$ cat config.mk
export PLATFORM = sky130hd
export DESIGN_NAME = stack_expression_evaluator_core
export DESIGN_NICKNAME = d
export VERILOG_FILES = /design/src/rtl/see_pkg.sv /design/src/rtl/see_alu.sv /design/src/rtl/stack_expression_evaluator_core.sv
export SDC_FILE = /design/constraint.sdc
export NUM_CORES = 2
export LEC_CHECK = 0
export BUFFER_PORTS_ARGS = -buffer_cell sky130_fd_sc_hd__buf_2
export CORE_ASPECT_RATIO = 1.4
export CORE_MARGIN = 5
export CORE_UTILIZATION = 30
export CTS_CLUSTER_SIZE = 8
export DETAILED_ROUTE_END_ITERATION = 8
export PLACE_DENSITY_LB_ADDON = 0.3
export SYNTH_ARGS = -nofsm -noshare
export SYNTH_HDL_FRONTEND = slang
export SYNTH_SLANG_ARGS = --single-unit
$ cat constraint.sdc
create_clock -name clk -period 18.1 [get_ports clk]
set_input_delay 1.81 -clock clk [delete_from_list [all_inputs] [get_ports clk]]
set_output_delay 1.81 -clock clk [all_outputs]
set_load 0.02 [all_outputs]
$ cat src/rtl/see_pkg.sv
package see_pkg;

    // Default sizes of the operand stack.
    localparam int DEPTH_DEFAULT = 64;
    localparam int WIDTH_DEFAULT = 32;

    // Stream and register port widths.
    localparam int S_TDATA_W  = 8;
    localparam int M_TDATA_W  = 40;
    localparam int VALUE_W    = 32;
    localparam int STATUS_W   = 3;
    localparam int CFG_ADDR_W = 3;
    localparam int CFG_DATA_W = 32;

    // Register index of the notation mode register.
    localparam logic REG_NOTATION_MODE = 1'b0;

    // Token kinds carried on tuser.
    localparam logic KIND_DIGIT    = 1'b0;
    localparam logic KIND_OPERATOR = 1'b1;

    // Operator codes.
    localparam logic [1:0] OP_ADD = 2'd0;
    localparam logic [1:0] OP_SUB = 2'd1;
    localparam logic [1:0] OP_MUL = 2'd2;
    localparam logic [1:0] OP_DIV = 2'd3;

    // Status codes of a result word.
    localparam logic [STATUS_W-1:0] ST_OK        = 3'd0;
    localparam logic [STATUS_W-1:0] ST_OVERFLOW  = 3'd1;
    localparam logic [STATUS_W-1:0] ST_UNDERFLOW = 3'd2;
    localparam logic [STATUS_W-1:0] ST_DIVZERO   = 3'd3;
    localparam logic [STATUS_W-1:0] ST_EMPTY     = 3'd4;

    // Request from the core to the iterative multiply and divide unit.
    typedef struct packed {
        logic start;
        logic is_div;
    } alu_ctrl_t;

endpackage

$ cat src/rtl/see_alu.sv
// Iterative multiply and signed divide unit, one bit per cycle.
module see_alu #(
    parameter int WIDTH = see_pkg::WIDTH_DEFAULT
) (
    input  logic               clk,
    input  logic               rst_n,
    input  see_pkg::alu_ctrl_t ctrl,
    input  logic [WIDTH-1:0]   opa,
    input  logic [WIDTH-1:0]   opb,
    output logic               done,
    output logic [WIDTH-1:0]   result
);

    localparam int STEP_W = $clog2(WIDTH);

    logic              busy_reg;
    logic              done_reg;
    logic [STEP_W-1:0] step_reg;
    logic              div_reg;
    logic              neg_reg;
    logic [WIDTH-1:0]  acc_reg;
    logic [WIDTH-1:0]  x_reg;
    logic [WIDTH-1:0]  y_reg;

    logic [WIDTH:0]    rem_shift;
    logic [WIDTH:0]    rem_diff;
    logic [WIDTH-1:0]  mag_a;
    logic [WIDTH-1:0]  mag_b;

    assign mag_a     = opa[WIDTH-1] ? (~opa + 1'b1) : opa;
    assign mag_b     = opb[WIDTH-1] ? (~opb + 1'b1) : opb;
    assign rem_shift = {acc_reg, x_reg[WIDTH-1]};
    assign rem_diff  = rem_shift - {1'b0, y_reg};

    always_ff @(posedge clk or negedge rst_n)
    begin
        if (!rst_n)
        begin
            busy_reg <= 1'b0;
            done_reg <= 1'b0;
            step_reg <= '0;
        end
        else
        begin
            done_reg <= 1'b0;
            if (ctrl.start)
            begin
                busy_reg <= 1'b1;
                step_reg <= STEP_W'(WIDTH - 1);
            end
            else if (busy_reg)
            begin
                step_reg <= step_reg - 1'b1;
                if (step_reg == '0)
                begin
                    busy_reg <= 1'b0;
                    done_reg <= 1'b1;
                end
            end
        end
    end

    always_ff @(posedge clk)
    begin
        if (ctrl.start)
        begin
            div_reg <= ctrl.is_div;
            neg_reg <= opa[WIDTH-1] ^ opb[WIDTH-1];
            acc_reg <= '0;
            x_reg   <= ctrl.is_div ? mag_a : opa;
            y_reg   <= ctrl.is_div ? mag_b : opb;
        end
        else if (busy_reg)
        begin
            if (div_reg)
            begin
                // Restoring division: shift in one dividend bit, subtract if it fits.
                if (!rem_diff[WIDTH])
                begin
                    acc_reg <= rem_diff[WIDTH-1:0];
                    x_reg   <= {x_reg[WIDTH-2:0], 1'b1};
                end
                else
                begin
                    acc_reg <= rem_shift[WIDTH-1:0];
                    x_reg   <= {x_reg[WIDTH-2:0], 1'b0};
                end
            end
            else
            begin
                if (y_reg[0])
                begin
                    acc_reg <= acc_reg + x_reg;
                end
                x_reg <= {x_reg[WIDTH-2:0], 1'b0};
                y_reg <= {1'b0, y_reg[WIDTH-1:1]};
            end
        end
    end

    assign done   = done_reg;
    assign result = div_reg ? (neg_reg ? (~x_reg + 1'b1) : x_reg) : acc_reg;

endmodule

$ cat src/rtl/stack_expression_evaluator_core.sv
// Sequencing: a digit token is pushed from S_IDLE; add and subtract pass through S_READ,
// multiply and divide through S_READ and S_EXEC; a token marked last then reports in S_FIN.
// Throughput: one token at a time; the bit-serial multiply/divide unit sets the worst
// case, and the stack memory read port gives one read per op.
// Reset: rst_n is asynchronous and active low; it empties the stack, clears the error
// code, drops any pending output word and selects postfix notation. Stack memory is
// not cleared.
module stack_expression_evaluator_core #(
    parameter int DEPTH = see_pkg::DEPTH_DEFAULT,
    parameter int WIDTH = see_pkg::WIDTH_DEFAULT
) (
    input  logic                             clk,
    input  logic                             rst_n,

    // Token stream.
    input  logic                             s_axis_tvalid,
    output logic                             s_axis_tready,
    input  logic [see_pkg::S_TDATA_W-1:0]    s_axis_tdata,  // digit[3:0], op[5:4], zero pad
    input  logic                             s_axis_tuser,  // token_kind
    input  logic                             s_axis_tlast,

    // Result stream.
    output logic                             m_axis_tvalid,
    input  logic                             m_axis_tready,
    output logic [see_pkg::M_TDATA_W-1:0]    m_axis_tdata,  // value[31:0], status[34:32], pad

    // Register port.
    input  logic                             psel,
    input  logic                             penable,
    input  logic                             pwrite,
    input  logic [see_pkg::CFG_ADDR_W-1:0]   paddr,
    input  logic [see_pkg::CFG_DATA_W-1:0]   pwdata,
    output logic [see_pkg::CFG_DATA_W-1:0]   prdata,
    output logic                             pready
);

    localparam int IDX_W = $clog2(DEPTH);
    localparam int CNT_W = $clog2(DEPTH + 1);

    // Sequencer states.
    localparam logic [1:0] S_IDLE = 2'd0;  // waiting for a token
    localparam logic [1:0] S_READ = 2'd1;  // stack entry below the top is on the read port
    localparam logic [1:0] S_EXEC = 2'd2;  // multiply or divide in progress
    localparam logic [1:0] S_FIN  = 2'd3;  // report the expression and clear the stack

    // The top of stack lives in tos_reg; the memory holds entries 0 .. count-2.
    // A push spills the old top into the memory, an operator reads the entry below.
    logic [WIDTH-1:0]           mem [DEPTH];
    logic [WIDTH-1:0]           rd_data_reg;
    logic [CNT_W-1:0]           rd_index;
    logic [CNT_W-1:0]           wr_index;
    logic [IDX_W-1:0]           rd_addr;
    logic                       mem_we;
    logic [IDX_W-1:0]           mem_waddr;

    logic [1:0]                 state_reg, state_next;
    logic [CNT_W-1:0]           count_reg, count_next;
    logic [see_pkg::STATUS_W-1:0] err_reg, err_next;
    logic [WIDTH-1:0]           tos_reg, tos_next;
    logic                       mode_reg;
    logic [1:0]                 op_reg, op_next;
    logic                       last_reg, last_next;

    logic                       out_valid_reg, out_valid_next;
    logic [see_pkg::VALUE_W-1:0]  out_value_reg, out_value_next;
    logic [see_pkg::STATUS_W-1:0] out_status_reg, out_status_next;

    logic [WIDTH-1:0]           oper_a;
    logic [WIDTH-1:0]           oper_b;
    logic [WIDTH-1:0]           alu_result;
    logic                       alu_done;
    see_pkg::alu_ctrl_t         alu_ctrl;

    logic [64:0]                tos_ext;
    logic [see_pkg::STATUS_W-1:0] fin_status;
    logic                       cfg_write;

    // Register port: a single one-bit register, always ready.
    assign cfg_write = psel && penable && pwrite && pready;
    assign pready    = 1'b1;
    assign prdata    = (paddr[see_pkg::CFG_ADDR_W-1:2] == see_pkg::REG_NOTATION_MODE) ?
                       {{(see_pkg::CFG_DATA_W - 1){1'b0}}, mode_reg} : '0;

    always_ff @(posedge clk or negedge rst_n)
    begin
        if (!rst_n)
        begin
            mode_reg <= 1'b0;
        end
        else if (cfg_write && (paddr[see_pkg::CFG_ADDR_W-1:2] == see_pkg::REG_NOTATION_MODE))
        begin
            mode_reg <= pwdata[0];
        end
    end

    // Stack memory. The read address follows the count, so the entry below the top is
    // captured at the edge that accepts an operator. Writes happen only on a push, at an
    // earlier edge than any read that needs the entry, so no forwarding path is needed.
    assign rd_index  = count_reg - CNT_W'(2);
    assign wr_index  = count_reg - CNT_W'(1);
    assign rd_addr   = rd_index[IDX_W-1:0];
    assign mem_waddr = wr_index[IDX_W-1:0];

    always_ff @(posedge clk)
    begin
        if (mem_we)
        begin
            mem[mem_waddr] <= tos_reg;
        end
        rd_data_reg <= mem[rd_addr];
    end

    // Postfix takes the lower entry as the left operand; prefix swaps the order.
    assign oper_a = mode_reg ? tos_reg : rd_data_reg;
    assign oper_b = mode_reg ? rd_data_reg : tos_reg;

    see_alu #(
        .WIDTH (WIDTH)
    ) u_alu (
        .clk    (clk),
        .rst_n  (rst_n),
        .ctrl   (alu_ctrl),
        .opa    (oper_a),
        .opb    (oper_b),
        .done   (alu_done),
        .result (alu_result)
    );

    // Result word: the top of stack sign-extended (or truncated) to 32 bits.
    assign tos_ext    = {{(65 - WIDTH){tos_reg[WIDTH-1]}}, tos_reg};
    assign fin_status = ((err_reg == see_pkg::ST_OK) && (count_reg == '0)) ?
                        see_pkg::ST_EMPTY : err_reg;

    assign s_axis_tready = (state_reg == S_IDLE);

    always_comb
    begin
        state_next      = state_reg;
        count_next      = count_reg;
        err_next        = err_reg;
        tos_next        = tos_reg;
        op_next         = op_reg;
        last_next       = last_reg;
        mem_we          = 1'b0;
        alu_ctrl        = '0;
        out_valid_next  = out_valid_reg && !m_axis_tready;
        out_value_next  = out_value_reg;
        out_status_next = out_status_reg;

        case (state_reg)
            S_IDLE:
            begin
                if (s_axis_tvalid)
                begin
                    op_next    = s_axis_tdata[5:4];
                    last_next  = s_axis_tlast;
                    state_next = s_axis_tlast ? S_FIN : S_IDLE;
                    // After an error every token of the expression is ignored.
                    if (err_reg == see_pkg::ST_OK)
                    begin
                        if (s_axis_tuser == see_pkg::KIND_DIGIT)
                        begin
                            if (count_reg == CNT_W'(DEPTH))
                            begin
                                err_next = see_pkg::ST_OVERFLOW;
                            end
                            else
                            begin
                                mem_we     = (count_reg != '0);
                                tos_next   = {{(WIDTH - 4){1'b0}}, s_axis_tdata[3:0]};
                                count_next = count_reg + 1'b1;
                            end
                        end
                        else if (count_reg < CNT_W'(2))
                        begin
                            err_next = see_pkg::ST_UNDERFLOW;
                        end
                        else
                        begin
                            state_next = S_READ;
                        end
                    end
                end
            end

            S_READ:
            begin
                state_next = last_reg ? S_FIN : S_IDLE;
                case (op_reg)
                    see_pkg::OP_ADD:
                    begin
                        tos_next   = oper_a + oper_b;
                        count_next = count_reg - 1'b1;
                    end
                    see_pkg::OP_SUB:
                    begin
                        tos_next   = oper_a - oper_b;
                        count_next = count_reg - 1'b1;
                    end
                    see_pkg::OP_MUL:
                    begin
                        alu_ctrl.start  = 1'b1;
                        alu_ctrl.is_div = 1'b0;
                        state_next      = S_EXEC;
                    end
                    default:
                    begin
                        // A zero divisor leaves the stack as it was.
                        if (oper_b == '0)
                        begin
                            err_next = see_pkg::ST_DIVZERO;
                        end
                        else
                        begin
                            alu_ctrl.start  = 1'b1;
                            alu_ctrl.is_div = 1'b1;
                            state_next      = S_EXEC;
                        end
                    end
                endcase
            end

            S_EXEC:
            begin
                if (alu_done)
                begin
                    tos_next   = alu_result;
                    count_next = count_reg - 1'b1;
                    state_next = last_reg ? S_FIN : S_IDLE;
                end
            end

            default:
            begin
                // Wait until the output register is free, then report and clear.
                if (!out_valid_reg || m_axis_tready)
                begin
                    out_valid_next  = 1'b1;
                    out_status_next = fin_status;
                    out_value_next  = (fin_status == see_pkg::ST_OK) ?
                                      tos_ext[see_pkg::VALUE_W-1:0] : '0;
                    count_next      = '0;
                    err_next        = see_pkg::ST_OK;
                    state_next      = S_IDLE;
                end
            end
        endcase
    end

    always_ff @(posedge clk or negedge rst_n)
    begin
        if (!rst_n)
        begin
            state_reg     <= S_IDLE;
            count_reg     <= '0;
            err_reg       <= see_pkg::ST_OK;
            out_valid_reg <= 1'b0;
        end
        else
        begin
            state_reg     <= state_next;
            count_reg     <= count_next;
            err_reg       <= err_next;
            out_valid_reg <= out_valid_next;
        end
    end

    always_ff @(posedge clk)
    begin
        tos_reg        <= tos_next;
        op_reg         <= op_next;
        last_reg       <= last_next;
        out_value_reg  <= out_value_next;
        out_status_reg <= out_status_next;
    end

    assign m_axis_tvalid = out_valid_reg;
    assign m_axis_tdata  = {{(see_pkg::M_TDATA_W - see_pkg::VALUE_W - see_pkg::STATUS_W){1'b0}},
                            out_status_reg, out_value_reg};

endmodule

==> impl_metrics.env <==
export IMPL_outcome="finished, final reports clean"
export IMPL_grt_overflow=0
export IMPL_worst_pin_slew_ns=1.30
export IMPL_cts_max_path_buffers=4
export IMPL_synthTopCellsByArea="edfxtp_1, mux4_2, ha_1"
export IMPL_largest_register="mem"
export IMPL_drt_pre_antenna_iters=8
export IMPL_path_cells="buf_4, mux2i_1, o21ai_0, or3_4, nor2_1, and2_1, nor2_1, xor2_1, ha_1, nand4_1, nor4_1, o21ai_0, a21boi_0, a21oi_1, nor3_1, a31oi_1, mux2i_1, o21ai_1"
export IMPL_cp_depth=18
export IMPL_slowest_stage="dfrtp_4"
export IMPL_track_usage_pct=15.3
export IMPL_p_total_w=0.0113
export IMPL_via_per_inst=5.13
export IMPL_fin_crit_ns=6.13
export IMPL_synth_cell_types=92
export IMPL_synth_most_common_cell="edfxtp_1"
export IMPL_crit_fanout=31
export IMPL_clock_fmax_ghz=0.163
export IMPL_ff2ff_path_depth=18
export IMPL_cts_tree="done"
export IMPL_crit_path_start_kind="register"
export IMPL_multi_input_area_um2=27600
export IMPL_grt_pass1_wl_um=375000
export IMPL_cts_max_level=5
export IMPL_largest_register_ffs=2048
export IMPL_place_hpwl_um=152000
export IMPL_synth_common_cells="edfxtp_1, mux4_2, nand2_1"
export IMPL_route_detailed_drc=0
export IMPL_rsz0062_at_grt="false"
export IMPL_postCtsResizedCells=0
export IMPL_antenna_found_initial=9
export IMPL_cp_num_buf_inv=1
export IMPL_fin_area_um2=111000
export IMPL_dieArea_um2=332000
export IMPL_p_leak_nw=40.1
export IMPL_setup_viol=0
export IMPL_setup_ws_ns=11.97
export IMPL_criticalPathCategory="register to register"
export IMPL_hp_class="register to register"
export IMPL_reg2reg_to="tos_reg[26]"
export IMPL_endpoint="tos_reg[26]"
export IMPL_routedWlPerCell_um=26.6
export IMPL_dp_slack_ns=12.05
export IMPL_post_route_period_util_pct=33.9
export IMPL_netlist_area_um2=96000
export IMPL_ant_nets=0
export IMPL_crit_family="simple AND/OR/NAND/NOR gates"
export IMPL_crit_start="mode_reg"
export IMPL_r2r_start="mode_reg"
export IMPL_clock_skew_ns=0.0561
export IMPL_die_w_um=488
export IMPL_critPathRequiredTime_ns=18.65
export IMPL_postSynthAreaPerCell_um2=18.6
export IMPL_drive_above_1_share_pct=24.3
export IMPL_fin_setup_tns_ns=0
export IMPL_drt_iter0_drc=4139
export IMPL_numCtsBuffers=326
export IMPL_synth_seq_cells=2268
export IMPL_crit_arrival_ns=6.68
export IMPL_nets=5608
export IMPL_max_cap_violations=0
export IMPL_cellPowerDensity_nw_per_um2=102
export IMPL_ir_worst_vdd_mv=0.0720
export IMPL_synth_main_ff_cell="edfxtp_1"
export IMPL_rows=245
export IMPL_yosys_area_top_type="edfxtp_1"
export IMPL_grt_pass1_vias=53100
export IMPL_dp_cells=9315
export IMPL_start_util_pct=30.1
export IMPL_end_kind="register"
export IMPL_nFillCells=29700
export IMPL_instances_no_fill=9741
export IMPL_num_io_pins=127
export IMPL_reg2reg_slack_ns=11.97
export IMPL_postCtsSetupBuffers=0
export IMPL_regArea_um2=67400
export IMPL_vias=49900
export IMPL_slew_viol_final=0
export IMPL_core_area_um2=318000
export IMPL_ys_seq_area_share_pct=70.2
export IMPL_cts_hold_buf=0
export IMPL_synth_cells=5175
export IMPL_portBuffers=54
export IMPL_synthToLayoutAreaGrowth_pct=15.5
export IMPL_slew_headroom_pct=13.0
export IMPL_synth_top_area_share_pct=68.3
export IMPL_placed_area_um2=102000
export IMPL_synth_yosys_warnings=0
export IMPL_synth_async_reset_ratio_pct=0.882
export IMPL_clk_pin_slew_worst_paths_ns=0.06
export IMPL_wl_um=259000
export IMPL_critPathMaxStageDelay_ns=0.66
export IMPL_grt_max_degree=95
export IMPL_hold_viol=0
export IMPL_die_y_um=679
export IMPL_routabilityCongestion=0.941
export IMPL_whs_path_depth=2
export IMPL_cts_root_buffer="clkbuf_16"
export IMPL_clock_latency_ns=0.85
export IMPL_cts_sinks=2268
export IMPL_synth_edff_count=2184
report_power, final:
part / internal, W / total [W] / switching (W)
logic: 0.0000783 / 0.000201 / 0.000123
clock network: 0.00330 / 0.00541 / 0.00211
registers: 0.00568 / 0.00568 / 0.00000571
total: 0.00905 / 0.0113 / 0.00224
placed cells by master (no fill, tap or decap), drive strengths merged, types with 73 or more instances in the layout:
| master | instances |
|---|---|
| mux2i | 73 |
| nand2 | 257 |
| inv | 97 |
| clkbuf | 409 |
| a21oi | 167 |
| xnor2 | 112 |
| xor2 | 101 |
| buf | 208 |
| mux4 | 658 |
| ha | 109 |
| nor2 | 196 |
| o21ai | 188 |
| edfxtp | 2184 |
worst reg2reg max path, stage by stage (launching register included):
cell and delay (ns):
dfrtp_4 0.66, buf_4 0.50, mux2i_1 0.40, o21ai_0 0.25, or3_4 0.46, nor2_1 0.22, and2_1 0.18, nor2_1 0.05
xor2_1 0.15, ha_1 0.41, nand4_1 0.21, nor4_1 0.28, o21ai_0 0.23, a21boi_0 0.57, a21oi_1 0.36, nor3_1 0.37
a31oi_1 0.17, mux2i_1 0.23, o21ai_1 0.12
per-layer routing:
metal,global-route usage [%],part of all wire (%),vias up
li1,-,-,21400
met1,18.1,38,26600
met2,28.6,54,1434
met3,1.99,4.6,463
met4,5.13,3.3,2
met5,0,0.0050,-
how the worst min path moves through the flow:
stage	startpoint	to	slack [ns]
after detailed placement	u_alu.step_reg[4]	u_alu.step_reg[4]	0.52
after floorplan	u_alu.step_reg[4]	u_alu.step_reg[4]	0.48
after global routing	u_alu.step_reg[4]	u_alu.step_reg[4]	0.55
after global placement	u_alu.step_reg[4]	u_alu.step_reg[4]	0.50
final	u_alu.step_reg[4]	u_alu.step_reg[4]	0.52
after CTS	u_alu.acc_reg[19]	u_alu.acc_reg[19]	0.53
final cells by class:
cell class	instances	area share [%]
Sequential cell	2268	60.7
Timing Repair Buffer	208	1.32
Inverter	91	0.308
Antenna cell	4	0.00902
Clock inverter	13	0.166
Multi-Input combinational cell	2549	24.9
Clock buffer	409	7.81
Tap cell	4199	4.74
metrics by stage:
step	hold slack [ns]	utilization [%]
floorplan	0.480	-
global placement	0.500	32.0
detailed placement	0.521	32.0
CTS	0.533	34.8
global route	0.549	34.8
finish	0.523	34.8
cell families after synthesis:
logic type | count (synthesis) | share of synthesized area, %
AOI/OAI and AO/OA | 646 | 4.20
muxes | 753 | 16.5
other | 2 | 0.00782
buffers and inverters | 393 | 1.78
xor gates and xnor gates | 213 | 1.94
DFF | 2268 | 70.2
adders and majority gates | 112 | 1.48
and+or+nand+nor | 788 | 3.94
(Power assumes the default switching activity.)
